==> src/sv/csq_pkg.sv <==
// Shared constants for the counting semaphore with FIFO wait queue.
// Status codes, command and register indexes, default sizes. No dependencies.
package csq_pkg;

  localparam int QUEUE_DEPTH_DEF = 8;
  localparam int MAX_TASKS_DEF   = 8;

  localparam int CNT_W     = 16;
  localparam int STATUS_W  = 3;
  localparam int CFG_IDX_W = 2;

  // result status codes
  localparam logic [STATUS_W-1:0] ST_OK      = 3'd0;
  localparam logic [STATUS_W-1:0] ST_BLOCKED = 3'd1;
  localparam logic [STATUS_W-1:0] ST_HANDED  = 3'd2;
  localparam logic [STATUS_W-1:0] ST_QFULL   = 3'd3;
  localparam logic [STATUS_W-1:0] ST_RFULL   = 3'd4;
  localparam logic [STATUS_W-1:0] ST_INVALID = 3'd5;
  localparam logic [STATUS_W-1:0] ST_ISR     = 3'd6;
  localparam logic [STATUS_W-1:0] ST_IRQ     = 3'd7;

  // commands
  localparam logic CMD_WAIT   = 1'b0;
  localparam logic CMD_SIGNAL = 1'b1;

  // configuration register indexes
  localparam logic [CFG_IDX_W-1:0] REG_INITIAL_COUNT = 2'd0;
  localparam logic [CFG_IDX_W-1:0] REG_MAX_COUNT     = 2'd1;

endpackage

==> src/sv/csq_ring.sv <==
// Wait-queue storage: single write port, single read port, registered read data.
// Depends on nothing; sizes come from the top level.
module csq_ring #(
  parameter int DEPTH  = 8,
  parameter int DATA_W = 3,
  parameter int ADDR_W = 3
) (
  input  logic              clk,
  input  logic              wr_en,
  input  logic [ADDR_W-1:0] wr_addr,
  input  logic [DATA_W-1:0] wr_data,
  input  logic              rd_en,
  input  logic [ADDR_W-1:0] rd_addr,
  output logic [DATA_W-1:0] rd_data
);

  logic [DATA_W-1:0] mem [DEPTH];

  always_ff @(posedge clk) begin
    if (wr_en) begin
      mem[wr_addr] <= wr_data;
    end
  end

  always_ff @(posedge clk) begin
    if (rd_en) begin
      rd_data <= mem[rd_addr];
    end
  end

endmodule

==> src/sv/counting_semaphore_wait_queue.sv <==
// Counting semaphore with a FIFO queue of waiting task ids. An accepted request's result
// is registered; a signal that releases a waiter passes through the S_WAKE state first,
// as the oldest id is read from the ring memory, whose read data is registered. Another
// request is taken once the block is back in S_IDLE and the result register is free or
// being drained. Writing initial_count reloads the count (clamped to max_count) and
// empties the queue at once. Depends on csq_pkg and csq_ring.
module counting_semaphore_wait_queue #(
  parameter int QUEUE_DEPTH = csq_pkg::QUEUE_DEPTH_DEF,
  parameter int MAX_TASKS   = csq_pkg::MAX_TASKS_DEF
) (
  input  logic                          clk,
  input  logic                          rst,
  // request channel
  input  logic                          req_valid,
  output logic                          req_stall,
  input  logic                          cmd,
  input  logic [$clog2(MAX_TASKS)-1:0]  task_id,
  input  logic                          kernel_running,
  input  logic                          in_isr,
  input  logic                          irqs_masked,
  // result channel
  output logic                          rsp_valid,
  input  logic                          rsp_stall,
  output logic [csq_pkg::STATUS_W-1:0]  status,
  output logic                          woken_valid,
  output logic [$clog2(MAX_TASKS)-1:0]  woken_task,
  // configuration
  input  logic                          cfg_valid,
  output logic                          cfg_ready,
  input  logic [csq_pkg::CFG_IDX_W-1:0] cfg_index,
  input  logic [csq_pkg::CNT_W-1:0]     cfg_data
);

  localparam int TASK_W = $clog2(MAX_TASKS);
  localparam int PTR_W  = (QUEUE_DEPTH > 1) ? $clog2(QUEUE_DEPTH) : 1;
  localparam int WC_W   = $clog2(QUEUE_DEPTH + 1);
  localparam logic [PTR_W-1:0] PTR_LAST = PTR_W'(QUEUE_DEPTH - 1);
  localparam logic [WC_W-1:0]  WC_FULL  = WC_W'(QUEUE_DEPTH);

  typedef enum logic {S_IDLE, S_WAKE} state_t;

  state_t                      state;
  logic [csq_pkg::CNT_W-1:0]   sem_count;
  logic [csq_pkg::CNT_W-1:0]   max_count;
  logic [PTR_W-1:0]            ring_head;
  logic [PTR_W-1:0]            ring_tail;
  logic [WC_W-1:0]             waiter_count;

  logic                        accept;
  logic                        ctx_err;
  logic [csq_pkg::STATUS_W-1:0] ctx_status;
  logic                        do_take;
  logic                        do_push;
  logic                        do_pop;
  logic                        do_give;
  logic [csq_pkg::STATUS_W-1:0] dec_status;
  logic [PTR_W-1:0]            head_next;
  logic [PTR_W-1:0]            tail_next;
  logic [TASK_W-1:0]           ring_rd_data;

  assign cfg_ready = 1'b1;
  assign req_stall = (state != S_IDLE) || (rsp_valid && rsp_stall);
  assign accept    = req_valid && !req_stall;

  // context checks, in priority order
  always_comb begin
    ctx_err    = 1'b1;
    ctx_status = csq_pkg::ST_INVALID;
    if (!kernel_running) begin
      ctx_status = csq_pkg::ST_INVALID;
    end else if (in_isr) begin
      ctx_status = csq_pkg::ST_ISR;
    end else if (irqs_masked) begin
      ctx_status = csq_pkg::ST_IRQ;
    end else begin
      ctx_err = 1'b0;
    end
  end

  always_comb begin
    do_take    = 1'b0;
    do_push    = 1'b0;
    do_pop     = 1'b0;
    do_give    = 1'b0;
    dec_status = ctx_status;
    if (!ctx_err) begin
      if (cmd == csq_pkg::CMD_WAIT) begin
        if (sem_count != '0) begin
          do_take    = 1'b1;
          dec_status = csq_pkg::ST_OK;
        end else if (waiter_count == WC_FULL) begin
          dec_status = csq_pkg::ST_QFULL;
        end else begin
          do_push    = 1'b1;
          dec_status = csq_pkg::ST_BLOCKED;
        end
      end else begin
        if (waiter_count != '0) begin
          do_pop     = 1'b1;
          dec_status = csq_pkg::ST_HANDED;
        end else if (sem_count >= max_count) begin
          dec_status = csq_pkg::ST_RFULL;
        end else begin
          do_give    = 1'b1;
          dec_status = csq_pkg::ST_OK;
        end
      end
    end
  end

  assign head_next = (ring_head == PTR_LAST) ? '0 : ring_head + 1'b1;
  assign tail_next = (ring_tail == PTR_LAST) ? '0 : ring_tail + 1'b1;

  csq_ring #(
    .DEPTH  (QUEUE_DEPTH),
    .DATA_W (TASK_W),
    .ADDR_W (PTR_W)
  ) u_ring (
    .clk     (clk),
    .wr_en   (accept && do_push),
    .wr_addr (ring_tail),
    .wr_data (task_id),
    .rd_en   (accept && do_pop),
    .rd_addr (ring_head),
    .rd_data (ring_rd_data)
  );

  always_ff @(posedge clk) begin
    if (rst) begin
      state        <= S_IDLE;
      rsp_valid    <= 1'b0;
      sem_count    <= '0;
      max_count    <= csq_pkg::CNT_W'(1);
      ring_head    <= '0;
      ring_tail    <= '0;
      waiter_count <= '0;
    end else begin
      if (rsp_valid && !rsp_stall) begin
        rsp_valid <= 1'b0;
      end

      // config writes must arrive only while idle; the user keeps to this, the block does not enforce it
      if (cfg_valid && cfg_ready) begin
        if (cfg_index == csq_pkg::REG_INITIAL_COUNT) begin
          sem_count    <= (cfg_data < max_count) ? cfg_data : max_count;
          ring_head    <= '0;
          ring_tail    <= '0;
          waiter_count <= '0;
        end else if (cfg_index == csq_pkg::REG_MAX_COUNT) begin
          max_count <= cfg_data;
        end
      end

      case (state)
        S_IDLE: begin
          if (accept) begin
            if (do_take) begin
              sem_count <= sem_count - 1'b1;
            end
            if (do_give) begin
              sem_count <= sem_count + 1'b1;
            end
            if (do_push) begin
              ring_tail    <= tail_next;
              waiter_count <= waiter_count + 1'b1;
            end
            if (do_pop) begin
              ring_head    <= head_next;
              waiter_count <= waiter_count - 1'b1;
              state        <= S_WAKE;
            end else begin
              rsp_valid   <= 1'b1;
              status      <= dec_status;
              woken_valid <= 1'b0;
              woken_task  <= '0;
            end
          end
        end
        S_WAKE: begin
          // ring read data lands this cycle
          rsp_valid   <= 1'b1;
          status      <= csq_pkg::ST_HANDED;
          woken_valid <= 1'b1;
          woken_task  <= ring_rd_data;
          state       <= S_IDLE;
        end
        default: begin
          state <= S_IDLE;
        end
      endcase
    end
  end

endmodule

==> config.mk <==
export PLATFORM = sky130hd
export DESIGN_NAME = counting_semaphore_wait_queue
export DESIGN_NICKNAME = d
export VERILOG_FILES = /design/src/sv/csq_pkg.sv /design/src/sv/csq_ring.sv /design/src/sv/counting_semaphore_wait_queue.sv
export SDC_FILE = /design/constraint.sdc
export NUM_CORES = 1
export LEC_CHECK = 0
export BUFFER_PORTS_ARGS = -buffer_cell sky130_fd_sc_hd__buf_2
export CELL_PAD_IN_SITES_DETAIL_PLACEMENT = 1
export CELL_PAD_IN_SITES_GLOBAL_PLACEMENT = 2
export CORE_UTILIZATION = 41
export DETAILED_ROUTE_END_ITERATION = 12
export PLACE_DENSITY = 0.87
export RECOVER_POWER = 50
export SYNTH_ARGS = -nofsm -noshare
export SYNTH_HDL_FRONTEND = slang
export SYNTH_HIERARCHICAL = 1
export SYNTH_SLANG_ARGS = --single-unit
==> constraint.sdc <==
create_clock -name clk -period 5.7 [get_ports clk]
set_clock_uncertainty 0.15 [all_clocks]
set_input_delay 0.57 -clock clk [delete_from_list [all_inputs] [get_ports clk]]
set_output_delay 0.57 -clock clk [all_outputs]
set_load 0.005 [all_outputs]
==> results of run 1 <==
==> power by group through the flow <==
| stage | Clock [mW] | Sequential (mW) | Combinational [mW] |
|---|---|---|---|
| 2_1_floorplan | 0 | 0.634 | 0.236 |
| 3_3_place_gp | 0 | 0.657 | 0.304 |
| 3_5_place_dp | 0 | 0.658 | 0.315 |
| 4_1_cts | 0.571 | 0.646 | 0.317 |
| 5_1_grt | 0.589 | 0.652 | 0.353 |
| 6_report | 0.559 | 0.647 | 0.316 |
==> path summary, 6_finish.rpt <==
| kind | slack (ps) | end | startpoint |
|---|---|---|---|
| setup / recovery | 2230 | sem_count[9] | waiter_count[0] |
| hold / removal | 310 | max_count[0] | cfg_data[0] |
| setup reg to reg | 2230 | sem_count[9] | waiter_count[0] |
| hold reg to reg | 330 | max_count[5] | max_count[5] |
==> final cells by class <==
| class | count | area [µm²] |
|---|---|---|
| clock inverters | 7 | 58.8 |
| well taps | 147 | 184 |
| clock buffers | 9 | 225 |
| multi-input cells | 419 | 2860 |
| inverters | 26 | 97.6 |
| flip-flops and latches | 78 | 1900 |
| repair buffers | 40 | 193 |
| fillers | 1393 | 6440 |
==> flip-flops by register name, indices dropped and copies added (netlist names) <==
| register | flops |
|---|---|
| max_count | 16 |
| ring_head | 3 |
| state | 1 |
| waiter_count | 4 |
| u_ring/mem | 24 |
| woken_task | 3 |
| ring_tail | 3 |
| sem_count | 16 |
| u_ring/rd_data | 3 |
| status | 3 |
| woken_valid | 1 |
| rsp_valid | 1 |
==> kinds of logic after synthesis <==
kind of cell / synth area share (%)
AOI/OAI and AO/OA: 18.3
xor gates and xnor gates: 1.22
adders and majority gates: 9.99
buffers and inverters: 4.90
DFF: 38.0
muxes: 7.47
other: 0.0749
and+or+nand+nor: 20.1
==> critical path, cell delays in order (launching register included) <==
cell,delay [ps]
sky130_fd_sc_hd__dfxtp_1,340
sky130_fd_sc_hd__inv_1,100
sky130_fd_sc_hd__ha_1,240
sky130_fd_sc_hd__nor3b_1,410
sky130_fd_sc_hd__o211ai_1,190
sky130_fd_sc_hd__a211o_1,310
sky130_fd_sc_hd__o21bai_1,150
sky130_fd_sc_hd__buf_4,220
sky130_fd_sc_hd__a21oi_2,770
sky130_fd_sc_hd__o22ai_1,150
sky130_fd_sc_hd__a211o_1,310
==> cell usage in the layout, fill, tap and decap left out, drive strengths merged, types with 4 or more instances in the layout <==
master | synthesis | routed
nand2 | 66 | 66
o221ai | 4 | 4
ha | 40 | 40
nor2 | 48 | 48
buf | 16 | 30
and3 | 5 | 5
o211ai | 7 | 7
o22ai | 9 | 9
nand2b | 10 | 10
o311ai | 5 | 5
a21oi | 47 | 47
clkinv | 0 | 4
clkbuf | 13 | 19
o21ai | 24 | 24
a31oi | 4 | 4
nor4 | 6 | 6
nand3 | 17 | 17
nand3b | 4 | 4
mux2i | 16 | 16
a211o | 10 | 10
nor3 | 15 | 15
inv | 26 | 28
a211oi | 7 | 7
xnor2 | 5 | 5
nor2b | 4 | 4
mux4 | 6 | 6
dfxtp | 44 | 44
nor3b | 5 | 5
edfxtp | 34 | 34
and2 | 4 | 4
mux2 | 5 | 5
==> layer usage <==
metal / global-route usage [%] / vias to the layer above / share of wire, %
li1: - / 2102 / -
met3: 3.02 / 22 / 2.9
met1: 32.8 / 2103 / 48
met4: 10.4 / 0 / 2.3
met2: 38.1 / 69 / 46
met5: 0 / - / 0
==> through the flow <==
stage / instances / hold slack, ps
floorplan: 552 / 256
global placement: 710 / 308
detailed placement: 710 / 319
CTS: 726 / 307
global route: 726 / 348
finish: 726 / 312
==> results.toml, run 1 <==
[global_route]
grt_ovf = 0
antenna_found_initial = 0
grt_pass1_vias = 4380
grt_max_degree = 34
grt_first_pass_wirelength_um = 23300
groute.usage.overall_pct = 24.0

[power]
cellPowerDensity_nw_per_um2 = 275
seqPwrFrac_pct = 42.5
power_switching_mw = 0.494
p_int_mw = 1.03
power.static_leakage_nw = 2.04
share_clk_of_total_power_pct = 36.7
power_frac_comb_pct = 20.7
totalPowerFinal_mw = 1.52
irDropWorstVdd_mv = 0.251
switching_power_as_a_share_of_total_power_pct = 32.5

[yosys]
ys_dominant_reg_cell = "sky130_fd_sc_hd__dfxtp_1"
postSynthRegisterBits = 78
synth_edf_count = 34
post_synth_inst_count = 552
ys_types = 68
synth_most_common_cell = "sky130_fd_sc_hd__nand2_1"
synth_top_area_share_pct = 20.4
part_of_the_yosys_area_used_for_sequential_elements_pct = 38.0
postSynthNetCount = 622
netlist.top_cell.by_area = "sky130_fd_sc_hd__edfxtp_1"
synth.top_cells.by_area = "sky130_fd_sc_hd__edfxtp_1 20%, sky130_fd_sc_hd__dfxtp_1 18%, sky130_fd_sc_hd__ha_1 10%"
netlist_area_um2 = 5010
syn_avg_cell_area_um2 = 9.08
synth_warnings = 6
ys_async_sr_fraction_pct = 0
ys_top_cells_by_count = "66 x sky130_fd_sc_hd__nand2_1, 48 x sky130_fd_sc_hd__nor2_1, 45 x sky130_fd_sc_hd__a21oi_1"

[floorplanning]
floorplan.initialDensity_pct = 41.9
die-area_um2 = 12700
fp.coreArea_um2 = 12000
num_rows = 40
die_w_um = 113
boundaryPins = 40
floorplan.die.height_um = 113

[route]
drt-vias-per-instance = 5.92
routed_wire_length_per_instance_um = 19.6
detail_route.first_pass.iterations = 4
finalWirelength_um = 14300
via_count = 4296
route.antenna.remaining_nets = 0
dr.first_iter.drc_count = 202
route.detailed.drc = 0

[cells_and_area]
insertedDiodeCount = 0
final_net_count = 644
syn2layout_area_growth_pct = 10.2
fin_area_um2 = 5520
final_layout_size_suffix_gt1_share_pct = 10.2
final_core_utilization_pct = 46.2

[placed_design]
dpl_cell_area_um2 = 5260
preCtsSetupSlack_ps = 2250
port_buffers = 38
hpwl_um = 10800
gpl.final_weighted_congestion = 0.847

[worst_setup_path]
critPathKind = "reg -> reg"
crit_path_max_fanout = 24
crit_path_start_kind = "register"
reg2regPathDepth = 10
timing.critical_path.to_type = "register"
crit_arrival_ps = 3560
cp_data_required_time_ps = 5790

[clock_tree]
post_cts_setup_repair_bufs = 0
ctsResizeCount = 0
cts_tree = "built"
clockBufferDepth = 2
clock_sinks = 78
worstSkewPairLatency_ps = 350
cts_hold_buffers = 0
cts.clk_slew.worst_paths_ps = 70
clock_tree.htree_level_count = 3
clock_tree.root_cell = "sky130_fd_sc_hd__clkbuf_16"
tritoncts.num_buffers = 9

[timing]
setup_total_negative_slack_ps = 0
achievable-frequency_mhz = 288
setup_viol = 0
finalHoldViolations = 0
finalCriticalPeriod_ps = 3470
post-route-period-util_pct = 60.9
worst_case_headroom_to_the_max_slew_limit_pct = 24.2
worst-slew-pin-transition_ps = 1140
slew_violations = 0
final.setup.worst_slack_ps = 2230
rsz0062_at_grt = "false"

[status]
result_of_the_run = "complete, no violations"

[worst_hold_path]
hold_path_class = "in -> reg"
hold-path-cell-count = 3

[job]
drv.max_cap_violation_count = 0
(Power assumes the default switching activity.)
==> inputs of run 2 (changes only) <==
--- a/config.mk
+++ b/config.mk
@@ -8,9 +8,9 @@
 export BUFFER_PORTS_ARGS = -buffer_cell sky130_fd_sc_hd__buf_2
 export CELL_PAD_IN_SITES_DETAIL_PLACEMENT = 1
 export CELL_PAD_IN_SITES_GLOBAL_PLACEMENT = 2
-export CORE_UTILIZATION = 41
+export CORE_UTILIZATION = 38
 export DETAILED_ROUTE_END_ITERATION = 12
-export PLACE_DENSITY = 0.87
+export PLACE_DENSITY = 0.81
 export RECOVER_POWER = 50
 export SYNTH_ARGS = -nofsm -noshare
 export SYNTH_HDL_FRONTEND = slang
==> constraint.sdc (replaced) <==
create_clock -name clk -period 3.35 [get_ports clk]
set_clock_uncertainty 0.15 [all_clocks]
set_input_delay 0.335 -clock clk [delete_from_list [all_inputs] [get_ports clk]]
set_output_delay 0.335 -clock clk [all_outputs]
set_load 0.005 [all_outputs]
==> results.toml, run 2 (synthesized netlist as in run 1, its figures left out) <==
[status]
result_of_the_run = "complete, no violations"

[worst_setup_path]
crit_arrival_ps = 3260
critPathKind = "reg -> reg"
crit_path_start_kind = "register"
timing.critical_path.to_type = "register"
crit_buf_inv = 1
slowest_cell_on_the_critical_path = "sky130_fd_sc_hd__dfxtp_1"
crit_path_max_fanout = 18
reg2regPathDepth = 9
worstSetupPathDepth = 9
path_cells = "ha_1 -> a211oi_1 -> o211ai_1 -> a211o_1 -> o21bai_1 -> buf_4 -> or4_1 -> o311ai_1 -> a21o_1"
crit_family = "compound AO/OA/AOI/OAI gates"
cp_data_required_time_ps = 3490
max_stage_delay_ps = 540

[cells_and_area]
largest_register = "u_ring/mem"
multi_input_area_um2 = 2870
biggestRegsByFlops = "u_ring/mem: 24 flops, max_count: 16 flops, sem_count: 16 flops"
largest_reg_flops = 24
mostFrequentLayoutCells = "66 x sky130_fd_sc_hd__nand2_1, 48 x sky130_fd_sc_hd__nor2_1, 45 x sky130_fd_sc_hd__a21oi_1"
fill_cells = 1506
final_net_count = 656
seq_area_um2 = 1900
insertedDiodeCount = 0
final_layout_size_suffix_gt1_share_pct = 11.8
layout.cells.most_common = "sky130_fd_sc_hd__nand2_1"
syn2layout_area_growth_pct = 13.1

[route]
route.detailed.drc = 0
via_count = 4280
detail_route.first_pass.iterations = 4
route.antenna.remaining_nets = 0
drt-vias-per-instance = 5.61
routed_wire_length_per_instance_um = 19.0
finalWirelength_um = 14500
dr.first_iter.drc_count = 199

[clock_tree]
cts_hold_buffers = 0
cts_tree = "built"
worstSkewPairLatency_ps = 350
clockBufferDepth = 2
clock_tree.htree_level_count = 3
clock_sinks = 78
ctsResizeCount = 0
cts.clk_slew.worst_paths_ps = 60
tritoncts.num_buffers = 9
post_cts_setup_repair_bufs = 0
clock_tree.root_cell = "sky130_fd_sc_hd__clkbuf_16"

[power]
switching_power_as_a_share_of_total_power_pct = 31.0
seqPwrFrac_pct = 40.6
power.static_leakage_nw = 2.11
power_switching_mw = 0.826
p_int_mw = 1.84
power_frac_comb_pct = 22.1
irDropWorstVdd_mv = 0.486
share_clk_of_total_power_pct = 37.3
cellPowerDensity_nw_per_um2 = 471

[global_route]
groute.usage.overall_pct = 22.9
grt_first_pass_wirelength_um = 23500
grt_ovf = 0
antenna_found_initial = 0
grt_pass1_vias = 4293
grt_max_degree = 33

[timing]
slew_violations = 0
worst-slew-pin-transition_ps = 1180
final.setup.worst_slack_ps = 234
setup_total_negative_slack_ps = 0
finalCriticalPeriod_ps = 3120
holdWs_ps = 102
rsz0062_at_grt = "false"
post-route-period-util_pct = 93.0
achievable-frequency_mhz = 321
finalHoldViolations = 0
worst_case_headroom_to_the_max_slew_limit_pct = 21.2
setup_viol = 0

[floorplanning]
die_w_um = 117
floorplan.die.height_um = 117
die-area_um2 = 13600
boundaryPins = 40
floorplan.initialDensity_pct = 39.4
fp.coreArea_um2 = 12700
num_rows = 41

[placed_design]
preCtsSetupSlack_ps = 273
hpwl_um = 11300
gpl.final_weighted_congestion = 0.836
port_buffers = 38

[job]
drv.max_cap_violation_count = 0

[worst_hold_path]
hold_path_class = "in -> reg"
hold-path-cell-count = 3
run 2: cell count changes in the layout (fill, tap and decap cells not counted), sizes merged:
cell,delta
buf,+12
bufinv,+1
clkbuf,+1
clkinv,-2
clkinvlp,+1
inv,-1
run 2: worst min-delay path: cells and delay by family:
family / cells / cell delay (ps)
AO/OA/AOI/OAI: 1 / 50
buffers and inverters: 1 / 110
AND/OR/NAND/NOR: 1 / 50
run 2: through the flow:
stage / area (µm²) / instances / power, mW / utilization, %
6_report: 5670 / 763 / 2.67 / 44.5
3_3_place_gp: 5380 / 747 / 1.68 / 42.3
5_1_grt: 5670 / 763 / 2.80 / 44.5
3_5_place_dp: 5380 / 747 / 1.69 / 42.3
4_1_cts: 5680 / 763 / 2.69 / 44.6
2_1_floorplan: 5010 / 552 / 1.48 / -
run 2: path summary, 6_finish.rpt:
kind | end | startpoint | slack (ps)
worst max register to register | sem_count[6] | sem_count[13] | 230
worst max-delay path | sem_count[6] | sem_count[13] | 230
worst min-delay path | max_count[10] | cfg_data[10] | 100
worst min register to register | max_count[12] | max_count[12] | 320
run 2: cell type report:
| cell class | count | share of cell area [%] |
|---|---|---|
| Multi-Input combinational cell | 419 | 50.6 |
| Sequential cell | 78 | 33.6 |
| Timing Repair Buffer | 52 | 4.99 |
| Clock buffer | 10 | 4.04 |
| Tap cell | 172 | 3.80 |
| Inverter | 26 | 1.72 |
| Clock inverter | 6 | 1.26 |
run 2: metal layers:
layer / wire length (µm) / track usage [%] / up-vias
met1: 7500 / 34.0 / 2066
met2: 6150 / 34.0 / 87
li1: - / - / 2106
met3: 568 / 2.83 / 21
met5: 0 / 0 / -
met4: 271 / 8.02 / 0
run 2: power by group through the flow:
stage          sequential [mW]  combinational (mW)  clock, mW
2_1_floorplan             1.08               0.402          0
3_3_place_gp              1.10               0.576          0
3_5_place_dp              1.10               0.590          0
4_1_cts                   1.08               0.593       1.01
5_1_grt                   1.09               0.663       1.05
6_report                  1.08               0.590      0.996
==> inputs of run 3 (changes only) <==
--- a/config.mk
+++ b/config.mk
@@ -8,9 +8,10 @@
 export BUFFER_PORTS_ARGS = -buffer_cell sky130_fd_sc_hd__buf_2
 export CELL_PAD_IN_SITES_DETAIL_PLACEMENT = 1
 export CELL_PAD_IN_SITES_GLOBAL_PLACEMENT = 2
-export CORE_UTILIZATION = 38
+export CORE_UTILIZATION = 39
+export CTS_BUF_LIST = sky130_fd_sc_hd__clkbuf_4
 export DETAILED_ROUTE_END_ITERATION = 12
-export PLACE_DENSITY = 0.81
+export PLACE_DENSITY = 0.83
 export RECOVER_POWER = 50
 export SYNTH_ARGS = -nofsm -noshare
 export SYNTH_HDL_FRONTEND = slang
==> constraint.sdc (replaced) <==
create_clock -name clk -period 3.43 [get_ports clk]
set_clock_uncertainty 0.15 [all_clocks]
set_input_delay 0.343 -clock clk [delete_from_list [all_inputs] [get_ports clk]]
set_output_delay 0.343 -clock clk [all_outputs]
set_load 0.005 [all_outputs]
==> results.toml, run 3 (synthesized netlist as in run 1, its figures left out) <==
[power]
seqPwrFrac_pct = 49.9
cellPowerDensity_nw_per_um2 = 384
switching_power_as_a_share_of_total_power_pct = 35.6
share_clk_of_total_power_pct = 23.9
power.static_leakage_nw = 2.07
totalPowerFinal_mw = 2.16
p_int_mw = 1.39
power_frac_comb_pct = 26.2
irDropWorstVdd_mv = 0.220
power_switching_mw = 0.768

[route]
finalWirelength_um = 14400
via_count = 4336
route.detailed.drc = 0
route.antenna.remaining_nets = 0
detail_route.first_pass.iterations = 4
routed_wire_length_per_instance_um = 18.6
drt-vias-per-instance = 5.59
dr.first_iter.drc_count = 265

[cells_and_area]
syn2layout_area_growth_pct = 12.1
biggestRegsByFlops = "u_ring/mem: 24 flops, max_count: 16 flops, sem_count: 16 flops"
final_net_count = 669
fin_area_um2 = 5620
final_layout_size_suffix_gt1_share_pct = 11.3
largest_reg_flops = 24
largest_register = "u_ring/mem"
mostFrequentLayoutCells = "66 x sky130_fd_sc_hd__nand2_1, 48 x sky130_fd_sc_hd__nor2_1, 45 x sky130_fd_sc_hd__a21oi_1"
layout.cells.most_common = "sky130_fd_sc_hd__nand2_1"
final_core_utilization_pct = 44.7
layoutNonFillerInstCount = 776
insertedDiodeCount = 0

[floorplanning]
floorplan.initialDensity_pct = 39.9
die-area_um2 = 13300
num_rows = 41
floorplan.die.height_um = 115
die_w_um = 115
fp.coreArea_um2 = 12600
boundaryPins = 40

[placed_design]
post-place-cells = 746
preCtsSetupSlack_ps = 464
dpl_cell_area_um2 = 5370
hpwl_um = 11300
port_buffers = 38
gpl.final_weighted_congestion = 0.839

[timing]
setup_total_negative_slack_ps = 0
setup_viol = 0
achievable-frequency_mhz = 333
worst-slew-pin-transition_ps = 760
final.setup.worst_slack_ps = 425
rsz0062_at_grt = "false"
finalHoldViolations = 0
slew_violations = 0
finalCriticalPeriod_ps = 3000
worst_case_headroom_to_the_max_slew_limit_pct = 49.3
holdWs_ps = 21.5
post-route-period-util_pct = 87.6

[clock_tree]
clock_sinks = 78
tritoncts.num_buffers = 9
clock_tree.htree_level_count = 3
clockBufferDepth = 2
ctsResizeCount = 0
cts.clk_slew.worst_paths_ps = 140
cts_tree = "built"
worstSkewPairLatency_ps = 450
post_cts_setup_repair_bufs = 0
cts_hold_buffers = 13
clock_tree.root_cell = "sky130_fd_sc_hd__clkbuf_4"

[worst_setup_path]
crit_path_max_fanout = 16
reg2regPathDepth = 9
crit_path_start_kind = "register"
cp_data_required_time_ps = 3660
critPathKind = "reg -> reg"
timing.critical_path.to_type = "register"
crit_arrival_ps = 3240

[global_route]
grt_pass1_vias = 4428
groute.usage.overall_pct = 22.9
grt_first_pass_wirelength_um = 23200
antenna_found_initial = 0
grt_ovf = 0
grt_max_degree = 34

[job]
drv.max_cap_violation_count = 0

[worst_hold_path]
hold_path_class = "in -> reg"
hold-path-cell-count = 3

[status]
result_of_the_run = "complete, no violations"
-- run 3: layout make-up --
class | instances | area, µm²
Tap cell | 172 | 215
Timing Repair Buffer | 65 | 412
Inverter | 26 | 97.6
Sequential cell | 78 | 1900
Clock buffer | 9 | 67.6
Multi-Input combinational cell | 419 | 2870
Clock inverter | 7 | 55.1
Fill cell | 1498 | 6950
-- run 3: path summary, 6_finish.rpt --
check	startpoint	end	slack, ps
worst min-delay path	cfg_data[13]	max_count[13]	20
worst max-delay path	sem_count[13]	sem_count[6]	430
worst max register to register	sem_count[13]	sem_count[6]	430
worst min register to register	max_count[10]	max_count[10]	340
-- run 3: layer usage --
layer  GRT usage (%)  routed length, µm  share of wire, %
met5               0                  0                 0
met4            6.41                159               1.1
met3            2.74                446               3.1
met2            36.7               6670                46
met1            32.4               7160                50
-- run 3: power by group through the flow --
stage / registers [mW] / clock network [mW] / logic, mW
2_1_floorplan: 1.05 / 0 / 0.392
3_3_place_gp: 1.09 / 0 / 0.532
3_5_place_dp: 1.10 / 0 / 0.554
4_1_cts: 1.07 / 0.534 / 0.567
5_1_grt: 1.08 / 0.570 / 0.636
6_report: 1.08 / 0.516 / 0.566
-- run 3: worst max-delay path: stages (launching register included) --
cell                       delay, ps
sky130_fd_sc_hd__dfxtp_1         580
sky130_fd_sc_hd__ha_1            310
sky130_fd_sc_hd__a211oi_1        260
sky130_fd_sc_hd__o211ai_1        140
sky130_fd_sc_hd__a211o_1         330
sky130_fd_sc_hd__o21bai_1        250
sky130_fd_sc_hd__buf_4           240
sky130_fd_sc_hd__or4_1           480
sky130_fd_sc_hd__o311ai_1         90
sky130_fd_sc_hd__a21o_1          110
